## config.mk

```make
export PLATFORM = sky130hd
export DESIGN_NAME = nec_ir_pulse_decoder_top_flat
export DESIGN_NICKNAME = d
export VERILOG_FILES = /design/src/rtl/nirpd_pkg.sv /design/src/rtl/nirpd_if.sv /design/src/rtl/nirpd_front.sv /design/src/rtl/nirpd_queue.sv /design/src/rtl/nirpd_back.sv /design/src/rtl/nec_ir_pulse_decoder_top.sv /design/src/flat_wrapper.sv
export VERILOG_INCLUDE_DIRS = /design/src /design/src/rtl
export SDC_FILE = /design/constraint.sdc
export NUM_CORES = 1
export LEC_CHECK = 0
export ABC_AREA = 1
export BUFFER_PORTS_ARGS = -buffer_cell sky130_fd_sc_hd__buf_2
export CORE_MARGIN = 5
export CORE_UTILIZATION = 35
export DETAILED_ROUTE_END_ITERATION = 8
export SYNTH_ARGS = -nofsm -noshare
export SYNTH_HDL_FRONTEND = slang
export SYNTH_SLANG_ARGS = --single-unit
```

## constraint.sdc

```tcl
create_clock -name clk -period 4.7 [get_ports clk]
set_input_delay 0.47 -clock clk [delete_from_list [all_inputs] [get_ports clk]]
set_output_delay 0.47 -clock clk [all_outputs]
set_load 0.005 [all_outputs]
```

## src/rtl/assert_macros.svh

```systemverilog
// assertion macros used by the nec ir pulse decoder back part
// expects clk and rst_n in the scope where a macro is used
`ifndef ASSERT_MACROS_SVH
`define ASSERT_MACROS_SVH
`ifndef SYNTHESIS
// expression holds at every clock edge out of reset
`define ASSERT_ALWAYS(label, expr) \
    label: assert property (@(posedge clk) disable iff (!rst_n) (expr)) \
        else $error("assertion failed");
// consequent holds in the same cycle as the antecedent
`define ASSERT_IMPLY(label, ante, cons) \
    label: assert property (@(posedge clk) disable iff (!rst_n) (ante) |-> (cons)) \
        else $error("assertion failed");
// consequent holds in the cycle after the antecedent
`define ASSERT_NEXT(label, ante, cons) \
    label: assert property (@(posedge clk) disable iff (!rst_n) (ante) |=> (cons)) \
        else $error("assertion failed");
`else
`define ASSERT_ALWAYS(label, expr)
`define ASSERT_IMPLY(label, ante, cons)
`define ASSERT_NEXT(label, ante, cons)
`endif
`endif

```

## src/rtl/nirpd_pkg.sv

```systemverilog
// types and constants of the nec ir pulse decoder
// no dependencies
`default_nettype none

package nirpd_pkg;

    localparam int TIME_W       = 16;
    localparam int CODE_W       = 32;
    localparam int BYTE_W       = 8;
    localparam int ACC_IDX_W    = $clog2(CODE_W);
    localparam int NUM_CFG_REGS = 6;
    localparam int CFG_IDX_W    = 3;
    localparam int CFG_DATA_W   = 16;
    localparam int QUEUE_DEPTH  = 2;

    // configuration register indexes
    typedef enum logic [CFG_IDX_W-1:0] {
        REG_LEADER_MIN = 3'd0,
        REG_LEADER_MAX = 3'd1,
        REG_ZERO_MIN   = 3'd2,
        REG_ZERO_MAX   = 3'd3,
        REG_ONE_MIN    = 3'd4,
        REG_ONE_MAX    = 3'd5
    } cfg_idx_t;

    localparam logic [CFG_DATA_W-1:0] CFG_RESET [NUM_CFG_REGS] =
        '{16'd1300, 16'd1400, 16'd100, 16'd120, 16'd210, 16'd235};

    // bit value carried by one interval
    typedef enum logic [1:0] {
        BIT_NONE = 2'd0,
        BIT_ZERO = 2'd1,
        BIT_ONE  = 2'd2
    } bit_kind_t;

    // classification of one interval, front to back
    typedef struct packed {
        logic      leader_hit;
        bit_kind_t bit_kind;
    } interval_class_t;

endpackage

`default_nettype wire

```

## src/rtl/nirpd_if.sv

```systemverilog
// valid/ready channel interfaces of the nec ir pulse decoder
// uses nirpd_pkg for field widths
`default_nettype none

// capture timestamp channel
interface nirpd_capture_if;
    logic                          valid;
    logic                          ready;
    logic [nirpd_pkg::TIME_W-1:0]  capture_time;

    modport source (output valid, output capture_time, input ready);
    modport sink   (input valid, input capture_time, output ready);
endinterface

// decoded frame channel
interface nirpd_frame_if;
    logic                          valid;
    logic                          ready;
    logic [nirpd_pkg::CODE_W-1:0]  frame_code;
    logic [nirpd_pkg::BYTE_W-1:0]  address_byte;
    logic [nirpd_pkg::BYTE_W-1:0]  command_byte;

    modport source (output valid, output frame_code, output address_byte,
                    output command_byte, input ready);
    modport sink   (input valid, input frame_code, input address_byte,
                    input command_byte, output ready);
endinterface

`default_nettype wire

```

## src/rtl/nirpd_front.sv

```systemverilog
// front part: config registers, interval from previous capture, window classification
// uses nirpd_pkg and nirpd_capture_if
`default_nettype none

module nirpd_front (
    input  wire logic                               clk,
    input  wire logic                               rst_n,
    nirpd_capture_if.sink                           capture,
    input  wire logic                               cfg_we,
    input  wire logic [nirpd_pkg::CFG_IDX_W-1:0]    cfg_index,
    input  wire logic [nirpd_pkg::CFG_DATA_W-1:0]   cfg_data,
    output logic                                    push_valid,
    input  wire logic                               push_ready,
    output nirpd_pkg::interval_class_t              push_data
);

    logic [nirpd_pkg::CFG_DATA_W-1:0] cfg_reg [nirpd_pkg::NUM_CFG_REGS];
    logic [nirpd_pkg::TIME_W-1:0]     prev_time_reg;
    logic [nirpd_pkg::TIME_W-1:0]     interval;
    logic                             leader_win;
    logic                             zero_win;
    logic                             one_win;

    // transaction passes straight into the queue
    assign capture.ready = push_ready;
    assign push_valid    = capture.valid;

    // wrapped interval, modulo the timer width
    assign interval = capture.capture_time - prev_time_reg;

    // inclusive windows
    assign leader_win = (interval >= cfg_reg[nirpd_pkg::REG_LEADER_MIN]) &&
                        (interval <= cfg_reg[nirpd_pkg::REG_LEADER_MAX]);
    assign zero_win   = (interval >= cfg_reg[nirpd_pkg::REG_ZERO_MIN]) &&
                        (interval <= cfg_reg[nirpd_pkg::REG_ZERO_MAX]);
    assign one_win    = (interval >= cfg_reg[nirpd_pkg::REG_ONE_MIN]) &&
                        (interval <= cfg_reg[nirpd_pkg::REG_ONE_MAX]);

    // zero window wins where windows overlap
    always_comb
    begin
        push_data.leader_hit = leader_win;
        if (zero_win)
        begin
            push_data.bit_kind = nirpd_pkg::BIT_ZERO;
        end
        else if (one_win)
        begin
            push_data.bit_kind = nirpd_pkg::BIT_ONE;
        end
        else
        begin
            push_data.bit_kind = nirpd_pkg::BIT_NONE;
        end
    end

    // previous capture time and config registers
    always_ff @(posedge clk or negedge rst_n)
    begin
        if (!rst_n)
        begin
            prev_time_reg <= '0;
            for (int i = 0; i < nirpd_pkg::NUM_CFG_REGS; i++)
            begin
                cfg_reg[i] <= nirpd_pkg::CFG_RESET[i];
            end
        end
        else
        begin
            if (capture.valid && capture.ready)
            begin
                prev_time_reg <= capture.capture_time;
            end
            if (cfg_we)
            begin
                case (cfg_index)
                    nirpd_pkg::REG_LEADER_MIN: cfg_reg[nirpd_pkg::REG_LEADER_MIN] <= cfg_data;
                    nirpd_pkg::REG_LEADER_MAX: cfg_reg[nirpd_pkg::REG_LEADER_MAX] <= cfg_data;
                    nirpd_pkg::REG_ZERO_MIN:   cfg_reg[nirpd_pkg::REG_ZERO_MIN]   <= cfg_data;
                    nirpd_pkg::REG_ZERO_MAX:   cfg_reg[nirpd_pkg::REG_ZERO_MAX]   <= cfg_data;
                    nirpd_pkg::REG_ONE_MIN:    cfg_reg[nirpd_pkg::REG_ONE_MIN]    <= cfg_data;
                    nirpd_pkg::REG_ONE_MAX:    cfg_reg[nirpd_pkg::REG_ONE_MAX]    <= cfg_data;
                    default: ;
                endcase
            end
        end
    end

endmodule

`default_nettype wire

```

## src/rtl/nirpd_queue.sv

```systemverilog
// short queue of classified intervals between front and back
// uses nirpd_pkg
`default_nettype none

module nirpd_queue (
    input  wire logic                         clk,
    input  wire logic                         rst_n,
    input  wire logic                         push_valid,
    output logic                              push_ready,
    input  wire nirpd_pkg::interval_class_t   push_data,
    output logic                              pop_valid,
    input  wire logic                         pop_ready,
    output nirpd_pkg::interval_class_t        pop_data
);

    localparam int PTR_W = (nirpd_pkg::QUEUE_DEPTH > 1) ? $clog2(nirpd_pkg::QUEUE_DEPTH) : 1;
    localparam int CNT_W = $clog2(nirpd_pkg::QUEUE_DEPTH + 1);
    localparam logic [PTR_W-1:0] PTR_LAST = PTR_W'(nirpd_pkg::QUEUE_DEPTH - 1);
    localparam logic [CNT_W-1:0] CNT_FULL = CNT_W'(nirpd_pkg::QUEUE_DEPTH);

    nirpd_pkg::interval_class_t slot_reg [nirpd_pkg::QUEUE_DEPTH];
    logic [PTR_W-1:0] wr_ptr_reg, wr_ptr_next;
    logic [PTR_W-1:0] rd_ptr_reg, rd_ptr_next;
    logic [CNT_W-1:0] count_reg, count_next;
    logic             do_push;
    logic             do_pop;

    assign push_ready = (count_reg != CNT_FULL);
    assign pop_valid  = (count_reg != '0);
    assign pop_data   = slot_reg[rd_ptr_reg];
    assign do_push    = push_valid && push_ready;
    assign do_pop     = pop_valid && pop_ready;

    // pointer and fill count update
    always_comb
    begin
        wr_ptr_next = wr_ptr_reg;
        rd_ptr_next = rd_ptr_reg;
        count_next  = count_reg;
        if (do_push)
        begin
            wr_ptr_next = (wr_ptr_reg == PTR_LAST) ? '0 : wr_ptr_reg + 1'b1;
        end
        if (do_pop)
        begin
            rd_ptr_next = (rd_ptr_reg == PTR_LAST) ? '0 : rd_ptr_reg + 1'b1;
        end
        if (do_push && !do_pop)
        begin
            count_next = count_reg + 1'b1;
        end
        else if (do_pop && !do_push)
        begin
            count_next = count_reg - 1'b1;
        end
    end

    always_ff @(posedge clk or negedge rst_n)
    begin
        if (!rst_n)
        begin
            wr_ptr_reg <= '0;
            rd_ptr_reg <= '0;
            count_reg  <= '0;
        end
        else
        begin
            wr_ptr_reg <= wr_ptr_next;
            rd_ptr_reg <= rd_ptr_next;
            count_reg  <= count_next;
        end
    end

    // slot storage, no reset needed
    always_ff @(posedge clk)
    begin
        if (do_push)
        begin
            slot_reg[wr_ptr_reg] <= push_data;
        end
    end

endmodule

`default_nettype wire

```

## src/rtl/nirpd_back.sv

```systemverilog
// back part: frame tracking, bit placement by index, checksum and output register
// uses nirpd_pkg, nirpd_frame_if and assert_macros.svh
`default_nettype none
`include "assert_macros.svh"

module nirpd_back #(
    parameter int FRAME_BITS = 32
) (
    input  wire logic                         clk,
    input  wire logic                         rst_n,
    input  wire logic                         pop_valid,
    output logic                              pop_ready,
    input  wire nirpd_pkg::interval_class_t   pop_data,
    nirpd_frame_if.source                     frame
);

    localparam int CNT_W = $clog2(FRAME_BITS + 1);
    localparam logic [CNT_W-1:0] CNT_FULL = CNT_W'(FRAME_BITS);

    logic                          in_frame_reg, in_frame_next;
    logic [CNT_W-1:0]              bits_reg, bits_next;
    logic [nirpd_pkg::CODE_W-1:0]  acc_reg, acc_next;
    logic                          out_valid_reg, out_valid_next;
    logic [nirpd_pkg::CODE_W-1:0]  code_reg;
    logic [CNT_W-1:0]              bits_dec;
    logic [nirpd_pkg::ACC_IDX_W-1:0] bit_idx;
    logic [nirpd_pkg::CODE_W-1:0]  acc_set;
    logic                          take;
    logic                          emit;

    // address and data bytes each sum with their complements to all ones
    function automatic logic checksum_ok(input logic [nirpd_pkg::CODE_W-1:0] code);
        logic [nirpd_pkg::BYTE_W:0] addr_sum;
        logic [nirpd_pkg::BYTE_W:0] data_sum;
        addr_sum = {1'b0, code[31:24]} + {1'b0, code[23:16]};
        data_sum = {1'b0, code[15:8]} + {1'b0, code[7:0]};
        return (addr_sum == 9'h0FF) && (data_sum == 9'h0FF);
    endfunction

    // take an interval when the output slot is free or draining
    assign pop_ready = !out_valid_reg || frame.ready;
    assign take      = pop_valid && pop_ready;

    // next bit lands at position bits_remaining - 1
    assign bits_dec = bits_reg - 1'b1;
    assign bit_idx  = nirpd_pkg::ACC_IDX_W'(bits_dec);

    always_comb
    begin
        acc_set          = acc_reg;
        acc_set[bit_idx] = (pop_data.bit_kind == nirpd_pkg::BIT_ONE);
    end

    // frame state update
    always_comb
    begin
        in_frame_next = in_frame_reg;
        bits_next     = bits_reg;
        acc_next      = acc_reg;
        emit          = 1'b0;
        if (take)
        begin
            if (!in_frame_reg)
            begin
                if (pop_data.leader_hit)
                begin
                    in_frame_next = 1'b1;
                    bits_next     = CNT_FULL;
                    acc_next      = '0;
                end
            end
            else if (pop_data.bit_kind == nirpd_pkg::BIT_NONE)
            begin
                in_frame_next = 1'b0;
                bits_next     = CNT_FULL;
                acc_next      = '0;
            end
            else if (bits_dec == '0)
            begin
                in_frame_next = 1'b0;
                bits_next     = CNT_FULL;
                acc_next      = '0;
                emit          = checksum_ok(acc_set);
            end
            else
            begin
                bits_next = bits_dec;
                acc_next  = acc_set;
            end
        end
    end

    // output register valid
    always_comb
    begin
        if (emit)
        begin
            out_valid_next = 1'b1;
        end
        else if (frame.ready)
        begin
            out_valid_next = 1'b0;
        end
        else
        begin
            out_valid_next = out_valid_reg;
        end
    end

    always_ff @(posedge clk or negedge rst_n)
    begin
        if (!rst_n)
        begin
            in_frame_reg  <= 1'b0;
            bits_reg      <= CNT_FULL;
            acc_reg       <= '0;
            out_valid_reg <= 1'b0;
        end
        else
        begin
            in_frame_reg  <= in_frame_next;
            bits_reg      <= bits_next;
            acc_reg       <= acc_next;
            out_valid_reg <= out_valid_next;
        end
    end

    // result payload
    always_ff @(posedge clk)
    begin
        if (emit)
        begin
            code_reg <= acc_set;
        end
    end

    assign frame.valid        = out_valid_reg;
    assign frame.frame_code   = code_reg;
    assign frame.address_byte = code_reg[31:24];
    assign frame.command_byte = code_reg[15:8];

    // checks
    `ASSERT_IMPLY(a_frame_count_range, in_frame_reg, (bits_reg != '0) && (bits_reg <= CNT_FULL))
    `ASSERT_IMPLY(a_hunt_clean, !in_frame_reg, (bits_reg == CNT_FULL) && (acc_reg == '0))
    `ASSERT_NEXT(a_emit_shows, emit, out_valid_reg && checksum_ok(code_reg))
    `ASSERT_IMPLY(a_emit_needs_space, emit, !out_valid_reg || frame.ready)

endmodule

`default_nettype wire

```

## src/rtl/nec_ir_pulse_decoder_top.sv

```systemverilog
// top level of the nec ir pulse decoder: front, queue and back
// uses nirpd_pkg, nirpd_if, nirpd_front, nirpd_queue, nirpd_back
//
// channel    direction  handshake      payload
// capture    in         valid/ready    capture_time[15:0]
// frame      out        valid/ready    frame_code[31:0], address_byte[7:0], command_byte[7:0]
// cfg        in         cfg_we         cfg_index[2:0], cfg_data[15:0]
//
// one capture per cycle sustained; after its last capture a frame passes the queue slot, then the output register
// the two-entry queue parts classification from frame tracking, so input stalls only
// once a waiting frame blocks the back part and the queue has filled
// reset restores the config defaults and hunts for a leader; no clearing pass
`default_nettype none

module nec_ir_pulse_decoder_top #(
    parameter int FRAME_BITS = 32
) (
    input  wire logic                               clk,
    input  wire logic                               rst_n,
    nirpd_capture_if.sink                           capture,
    nirpd_frame_if.source                           frame,
    input  wire logic                               cfg_we,
    input  wire logic [nirpd_pkg::CFG_IDX_W-1:0]    cfg_index,
    input  wire logic [nirpd_pkg::CFG_DATA_W-1:0]   cfg_data
);

    logic                       push_valid;
    logic                       push_ready;
    nirpd_pkg::interval_class_t push_data;
    logic                       pop_valid;
    logic                       pop_ready;
    nirpd_pkg::interval_class_t pop_data;

    // interval and window classification
    nirpd_front u_front (
        .clk        (clk),
        .rst_n      (rst_n),
        .capture    (capture),
        .cfg_we     (cfg_we),
        .cfg_index  (cfg_index),
        .cfg_data   (cfg_data),
        .push_valid (push_valid),
        .push_ready (push_ready),
        .push_data  (push_data)
    );

    // decoupling queue
    nirpd_queue u_queue (
        .clk        (clk),
        .rst_n      (rst_n),
        .push_valid (push_valid),
        .push_ready (push_ready),
        .push_data  (push_data),
        .pop_valid  (pop_valid),
        .pop_ready  (pop_ready),
        .pop_data   (pop_data)
    );

    // frame assembly and output
    nirpd_back #(
        .FRAME_BITS (FRAME_BITS)
    ) u_back (
        .clk       (clk),
        .rst_n     (rst_n),
        .pop_valid (pop_valid),
        .pop_ready (pop_ready),
        .pop_data  (pop_data),
        .frame     (frame)
    );

endmodule

`default_nettype wire

```

## src/flat_wrapper.sv

```systemverilog
// flat-port wrapper written by rule: the top's interface ports become plain ports
module nec_ir_pulse_decoder_top_flat 
#(
    parameter int FRAME_BITS = 32
)
  (clk, rst_n, cfg_we, cfg_index, cfg_data, capture_valid, capture_capture_time, capture_ready, frame_valid, frame_frame_code, frame_address_byte, frame_command_byte, frame_ready);
  nirpd_capture_if capture_i ();
  nirpd_frame_if frame_i ();
  input  wire logic clk;
  input  wire logic rst_n;
  input  wire logic cfg_we;
  input  wire logic [nirpd_pkg::CFG_IDX_W-1:0] cfg_index;
  input  wire logic [nirpd_pkg::CFG_DATA_W-1:0] cfg_data;
  input wire logic [$bits(capture_i.valid)-1:0] capture_valid;
  input wire logic [$bits(capture_i.capture_time)-1:0] capture_capture_time;
  output wire logic [$bits(capture_i.ready)-1:0] capture_ready;
  output wire logic [$bits(frame_i.valid)-1:0] frame_valid;
  output wire logic [$bits(frame_i.frame_code)-1:0] frame_frame_code;
  output wire logic [$bits(frame_i.address_byte)-1:0] frame_address_byte;
  output wire logic [$bits(frame_i.command_byte)-1:0] frame_command_byte;
  input wire logic [$bits(frame_i.ready)-1:0] frame_ready;
  assign capture_i.valid = capture_valid;
  assign capture_i.capture_time = capture_capture_time;
  assign capture_ready = capture_i.ready;
  assign frame_valid = frame_i.valid;
  assign frame_frame_code = frame_i.frame_code;
  assign frame_address_byte = frame_i.address_byte;
  assign frame_command_byte = frame_i.command_byte;
  assign frame_i.ready = frame_ready;
  nec_ir_pulse_decoder_top #(.FRAME_BITS(FRAME_BITS)) u_core (.clk(clk), .rst_n(rst_n), .capture(capture_i), .frame(frame_i), .cfg_we(cfg_we), .cfg_index(cfg_index), .cfg_data(cfg_data));
endmodule
```

## Yosys cells after proc, flatten, opt, wreduce, memory -nomap -nowiden

Memories as Yosys holds them, arrays and structs flattened.
Cells that the tools add are included.

| storage, ports and cells | value |
|---|---|
| register bits | 188 |
| RAM bits | 6 |
| input bits | 40 |
| output and inout bits | 50 |
| logic and storage cells | 97 |
| memories | 1 |

Memory list:

| memory | depth | width | read ports | clocked after memory_dff | wr ports | RTL line | source |
|---|---|---|---|---|---|---|---|
| u_core.u_queue.slot_reg | 2 | 3 | 1 | 0 | 1 | nirpd_queue.sv:21 | `nirpd_pkg::interval_class_t slot_reg [nirpd_pkg::QUEUE_DEPTH];` |

| cells by class | value |
|---|---|
| $add $sub $neg | 8 |
| order comparisons | 8 |
| equal/unequal tests | 9 |
| mux-type cells | 29 |
| reduce and logical (&&, ||, !) cells | 27 |

Operators with widths:

| operator | number |
|---|---|
| $mux 32 | 4 |
| $ge 16x16->1 | 3 |
| $le 16x16->1 | 3 |
| $bwmux 32 | 1 |
| $mux 6 | 4 |
| $add 8x8->9 | 2 |
| $eq 9x8->1 const B | 2 |
| $sub 16x16->16 | 1 |
| $mux 1 | 15 |
| $reduce_and 2->1 | 7 |
| $logic_and 1x1->1 | 9 |
| $mux 2 | 4 |
| $reduce_bool 2->1 | 4 |
| $eq 3x2->1 const B | 2 |
| $eq 3x3->1 const B | 2 |
| $logic_not 6->1 | 1 |
| $lt 5x6->1 const B | 1 |
| $sub 6x1->6 const B | 1 |
| $demux 1 s5 | 1 |
| $ge 5x1->1 const B | 1 |
| $eq 3x1->1 const B | 1 |
| $logic_not 1->1 | 3 |
| $logic_not 3->1 | 1 |
| $add 1x1->1 const B | 2 |
| 6 further kinds | 6 |

## Logic depth before layout (Yosys ltp)

| logic depth | value |
|---|---|
| depth after elaboration | 14 |
| depth in mapped cells | 27 |
| depth with buffers taken out | 26 |

## By module

From an unflattened synthesis, not the netlist that was laid out.

| second synthesis, totals | value |
|---|---|
| cells, all modules | 1557 |
| area, all modules | 12513.3 um2 |

By module, submodules not included:

| module | times used | cells each | area an instance (um2) | sequential area each (um2) |
|---|---|---|---|---|
| nirpd_front | 1 | 931 | 7352.1 | 2836.5 |
| nirpd_back | 1 | 582 | 4702.0 | 1963.1 |
| nirpd_queue | 1 | 44 | 459.2 | 280.3 |

## Least setup slack after synthesis

No wires, ideal clock.

| timing | value |
|---|---|
| path type | flip-flop to flip-flop |
| from | reg u_core.u_back.bits_reg[0] |
| to | reg u_core.u_back.code_reg, in the netlist u_core.u_back.frame.frame_code[0] (enable) |
| setup time | 421 ps |
| data arrival time | 4280 ps |
| required time | 4279 ps |
| setup slack | -1 ps |
| cell stages (with the launch flop) | 25 |
| buffers on the path | 2 |
| period minus slack after synthesis | 4701 ps |
| cell sequence | dfrtp_1 -> inv_1 -> ha_1 -> buf_2 -> nor2_4 -> nor2_8 -> inv_6 -> buf_6 -> nor2_4 -> nand2_1 -> nand2_1 -> o21a_1 -> inv_1 -> ha_1 -> ha_1 -> nand3_1 -> a21oi_1 -> nand4_1 -> nor2_1 -> nand3_1 -> nor2_1 -> nand2_1 -> nor2_1 -> nand3_1 -> nor2_1 |

| between the ends | value |
|---|---|
| word-level cells in the longest chain between the ends | 13 |
| elaborated cells between the ends (all ways) | 17 |
| classes of those cells | add/sub (3); order compare (2); eq/ne (2); mux (7); reduce/logical (3) |

Ends and longest elaborated chain:

| item | RTL line | source |
|---|---|---|
| from (decl) | nirpd_back.sv:21 | `logic [CNT_W-1:0] bits_reg, bits_next;` |
| from (signal assigned) | nirpd_back.sv:122 | `bits_reg <= bits_next;` |
| $sub 6x1->6 (*) | nirpd_back.sv:45 | `assign bits_dec = bits_reg - 1'b1;` |
| $lt 5x6->1 (implied by the code) or $ge 5x1->1 (tied branches) | nirpd_back.sv:51 | `acc_set[bit_idx] = (pop_data.bit_kind == nirpd_pkg::BIT_ONE);` |
| $logic_and 1x1->1 (implied by the code) | nirpd_back.sv:51 |  |
| $mux 1 (implied by the code) | nirpd_back.sv:51 |  |
| $demux 1 s5 (*) | nirpd_back.sv:51 |  |
| $bwmux 32 (*) | nirpd_back.sv:51 |  |
| net u_core.u_back.acc_set (one bit) | nirpd_back.sv:27 | `logic [nirpd_pkg::CODE_W-1:0] acc_set;` |
| $add 8x8->9 (*) | nirpd_back.sv:36 | `data_sum = {1'b0, code[15:8]} + {1'b0, code[7:0]};` |
| $eq 9x8->1 (*) | nirpd_back.sv:37 | `return (addr_sum == 9'h0FF) && (data_sum == 9'h0FF);` |
| $logic_and 1x1->1 (*) | nirpd_back.sv:37 |  |
| $mux 1 (*) | nirpd_back.sv:78 | `else if (bits_dec == '0)` |
| $mux 1 (*) | nirpd_back.sv:72 | `else if (pop_data.bit_kind == nirpd_pkg::BIT_NONE)` |
| $mux 1 (*) | nirpd_back.sv:63 | `if (!in_frame_reg)` |
| $mux 1 (*) | nirpd_back.sv:61 | `if (take)` |
| net u_core.u_back.emit | nirpd_back.sv:29 | `logic emit;` |
| to (signal assigned) | nirpd_back.sv:133 | `code_reg <= acc_set;` |
| to (decl) | nirpd_back.sv:24 | `logic [nirpd_pkg::CODE_W-1:0] code_reg;` |

Mark *: on every way through the listed nets, which the timed path passes. The rest lies on a longest branch.
A chain may end at the register's enable or synchronous reset.

## Worst setup path in the final report

| timing | value |
|---|---|
| from | reg u_core.u_back.bits_reg[0] |
| to | reg u_core.u_back.code_reg, in the netlist u_core.u_back.frame.frame_code[1] (enable) |

| between the ends | value |
|---|---|
| word-level cells in the longest chain between the ends | 13 |
| elaborated cells between the ends (all ways) | 17 |
| classes of those cells | add/sub (3); order compare (2); eq/ne (2); mux (7); reduce/logical (3) |

Ends and longest elaborated chain:

| item | RTL line | source |
|---|---|---|
| $sub 6x1->6 (*) | nirpd_back.sv:45 |  |
| $lt 5x6->1 (implied by the code) or $ge 5x1->1 (tied branches) | nirpd_back.sv:51 |  |
| $logic_and 1x1->1 (implied by the code) | nirpd_back.sv:51 |  |
| $mux 1 (implied by the code) | nirpd_back.sv:51 |  |
| $demux 1 s5 (*) | nirpd_back.sv:51 |  |
| $bwmux 32 (*) | nirpd_back.sv:51 |  |
| net u_core.u_back.acc_set (one bit) | nirpd_back.sv:27 |  |
| $add 8x8->9 (*) | nirpd_back.sv:35 | `addr_sum = {1'b0, code[31:24]} + {1'b0, code[23:16]};` |
| $eq 9x8->1 (*) | nirpd_back.sv:37 |  |
| $logic_and 1x1->1 (*) | nirpd_back.sv:37 |  |
| $mux 1 (*) | nirpd_back.sv:78 |  |
| $mux 1 (*) | nirpd_back.sv:72 |  |
| $mux 1 (*) | nirpd_back.sv:63 |  |
| $mux 1 (*) | nirpd_back.sv:61 |  |
| net u_core.u_back.emit | nirpd_back.sv:29 |  |

Marked as above.

==> results_dict.tcl <==
set metrics [dict create \
    dr.first_iter.drc_count 648 \
    grt_pass1_wl_um 50500 \
    postSynthRegisterBits 194 \
    die_h_um 197 \
    drv_cap 0 \
    post_cts_resized 0 \
    die-area_mm2 0.0388 \
    hold_viol 0 \
    antenna_found_initial 0 \
    clk_path_buf_depth 2 \
    worst_slew_pin_slew_ps 1110 \
    dp_hpwl_um 22900 \
    placed_area_mm2 0.0131 \
    htreeDepth 4 \
    synth_edf_count 38 \
    yosysSeqAreaShare_pct 41.5 \
    synth-main-ff-cell "dfrtp_1" \
    ys_async_sr_fraction_pct 80.4 \
    first_pass_iters 5 \
    worst_ep_arrival_time_ps 4320 \
    largest_reg_flops 96 \
    cts.sinks 194 \
    drc 0 \
    layout_common_cells "nand2_1, inv_1, o21ai_0, dfrtp_1, ha_1" \
    maxSlewHeadroom_pct 25.8 \
    grt_max_degree 86 \
    grt_pass1_vias 9853 \
    synth_nets 1701 \
    overflow 0 \
    power_density_mw_per_mm2 660 \
    setup_slack_ps 520 \
    fmax_ghz 0.239 \
    post-place-ws_ps 456 \
    ant_nets 0 \
    portBuffers 89 \
    seqPwrFrac_pct 26.1 \
    cts_buffers 17 \
    nFillCells 3613 \
    critPathMaxFanout 32 \
    clkLatencyLatePin_ps 440 \
    final_cells 2072 \
    required_ps 4840 \
    p_leak_nw 6.92 \
    final_common_cell "nand2_1" \
    yosysWarnings 0 \
    finClkSkew_ps 10.6 \
    fp.dieW_um 197 \
    design_area_mm2 0.0137 \
    clockRootBuffer "clkbuf_16" \
    yosysTopAreaCell "dfrtp_1" \
    syn2layout_area_growth_pct 11.9 \
    syn_inst 1534 \
    status "finished, final reports clean" \
    coreArea_mm2 0.0345 \
    hold_buffers 0 \
    finalSetupViolCount 0 \
    syn-cell-area_mm2 0.0123 \
    peakVddDrop_mv 0.306 \
    hold_class "in -> async" \
    cts_tree "yes" \
    layout_min_cycle_time_ps 4180 \
    end_kind "register" \
    grtUsageTotal_pct 16.1 \
    maxSlewViolCount 0 \
    period_share_pct 88.9 \
    p_sw_w 0.00434 \
    rows 68 \
    drive_gt1_share_pct 13.2 \
    num_io_pins 90 \
    ys_types 49 \
    n_antenna_cell 0 \
    worst_setup_path_start_kind "register" \
    p_int_w 0.00471 \
    postSynthAreaPerCell_um2 7.99 \
    setup_tns_ps 0 \
    avgRoutedWirePerCell_um 14.6 \
    rsz0062_at_grt "no" \
    wirelength_um 30300 \
    place_inst 2040 \
    synth_top_area_share_pct 26.1 \
    crit_type "reg -> reg" \
    synth.area.top_cells "dfrtp_1, ha_1, nand2_1, edfxtp_1, inv_1" \
    post-cts-setup-buffers 0 \
    p_sw_share_pct 48.0 \
    finalPower_w 0.00905 \
    viasPerCell 4.84 \
    p_comb_share_pct 57.6 \
    gp_congestion 0.923 \
    clockPowerShare_pct 16.3 \
    vias 10000 \
    reg2regPathDepth 21 \
    path_clk_slew_ps 80 \
    fin_nets 1771 \
    start_util_pct 35.5 \
]
per-layer routing:
layer | vias to the layer above | GRT usage [%] | part of all wire, %
met5 | - | 0 | 0
met4 | 0 | 4.75 | 2.2
met3 | 40 | 2.56 | 3.9
met2 | 201 | 27.9 | 49
met1 | 4651 | 20.7 | 45
li1 | 5133 | - | -
power groups by stage:
| stage | registers, W | clock network (W) | logic (W) |
|---|---|---|---|
| 3_3_place_gp | 0.00238 | 0 | 0.00511 |
| 4_1_cts | 0.00236 | 0.00152 | 0.00526 |
| 5_1_grt | 0.00241 | 0.00158 | 0.00607 |
| 2_1_floorplan | 0.00234 | 0 | 0.00385 |
| 3_5_place_dp | 0.00239 | 0 | 0.00523 |
| 6_report | 0.00236 | 0.00148 | 0.00521 |
cell usage after synthesis, types with 2 or more instances:
| cell | number |
|---|---|
| a21boi_0 | 3 |
| inv_2 | 5 |
| o21bai_1 | 4 |
| inv_1 | 243 |
| o221ai_1 | 3 |
| dfrtp_1 | 128 |
| a21oi_2 | 3 |
| a21oi_1 | 51 |
| ha_1 | 126 |
| buf_6 | 2 |
| o21ai_1 | 2 |
| nor3_1 | 13 |
| nor2_2 | 12 |
| nor2_1 | 49 |
| edfxtp_1 | 38 |
| buf_2 | 5 |
| a211oi_1 | 5 |
| buf_4 | 16 |
| xor2_1 | 14 |
| a32o_1 | 6 |
| a21o_1 | 2 |
| clkbuf_1 | 29 |
| xnor2_1 | 6 |
| o21a_1 | 7 |
| and2_1 | 3 |
| o21ai_0 | 148 |
| nand4_1 | 22 |
| o31ai_1 | 2 |
| buf_1 | 2 |
| dfstp_2 | 28 |
| o22ai_1 | 26 |
| nand2_2 | 16 |
| nand2_1 | 406 |
| nor2_4 | 6 |
| nand3_1 | 89 |
layout make-up:
| class | instances | area [µm²] | area share, % |
|---|---|---|---|
| well taps | 455 | 569 | 4.15 |
| clock buffers | 18 | 450 | 3.29 |
| clock inverters | 14 | 135 | 0.986 |
| multi-input cells | 1036 | 5950 | 43.4 |
| repair buffers | 105 | 584 | 4.26 |
| flip-flops and latches | 194 | 5080 | 37.1 |
| inverters | 250 | 943 | 6.88 |
path summary, 6_finish.rpt:
check,from,end,slack [ps]
max in group asynchronous,rst_n,u_core.u_back.acc_reg[10]$_DFFE_PN0P_,3540
min in group clk,capture_capture_time[4],u_core.u_front.prev_time_reg[4]$_DFFE_PN0P_,250
hold reg to reg,u_core.u_front.cfg_reg[87]$_DFFE_PN0P_,u_core.u_front.cfg_reg[87]$_DFFE_PN0P_,490
setup / recovery,u_core.u_back.bits_reg[0]$_DFFE_PN0P_,u_core.u_back.frame.frame_code[1]$_DFFE_PP_,520
setup reg to reg,u_core.u_back.bits_reg[0]$_DFFE_PN0P_,u_core.u_back.frame.frame_code[1]$_DFFE_PP_,520
hold / removal,rst_n,u_core.u_front.prev_time_reg[12]$_DFFE_PN0P_,100
worst max-delay path, cell delays in order (launching register included):
cell and delay [ps]:
dfrtp_1 400, inv_1 170, ha_1 420, nand2_1 130, nand2_1 90, nand2_2 120
nor2_1 290, nand2_1 130, o21ai_0 370, ha_1 380, nand2_1 110, nand3_1 70
a21oi_1 120, nand4_1 110, nor2_1 170, nand3_1 90, nor2_1 100, nand2_1 50
nor2_1 90, nand3_1 90, nor2_2 140, buf_12 220
per-stage QoR:
step | hold WS, ps | util (%)
floorplan | 174 | -
global placement | 467 | 38.0
detailed placement | 473 | 38.0
CTS | 121 | 39.7
global route | 161 | 39.7
finish | 95.2 | 39.7
cells by family (layout without fill, tap and decap cells):
kind of cell | after synthesis | count (layout) | share of synthesized area [%]
simple gates | 622 | 622 | 21.9
buf+inv | 304 | 387 | 10.0
compound gates | 267 | 267 | 12.2
flops | 194 | 194 | 41.5
fa+ha+maj | 127 | 127 | 13.0
xor+xnor | 20 | 20 | 1.43
No activity file was read; power rests on OpenSTA's default activity.
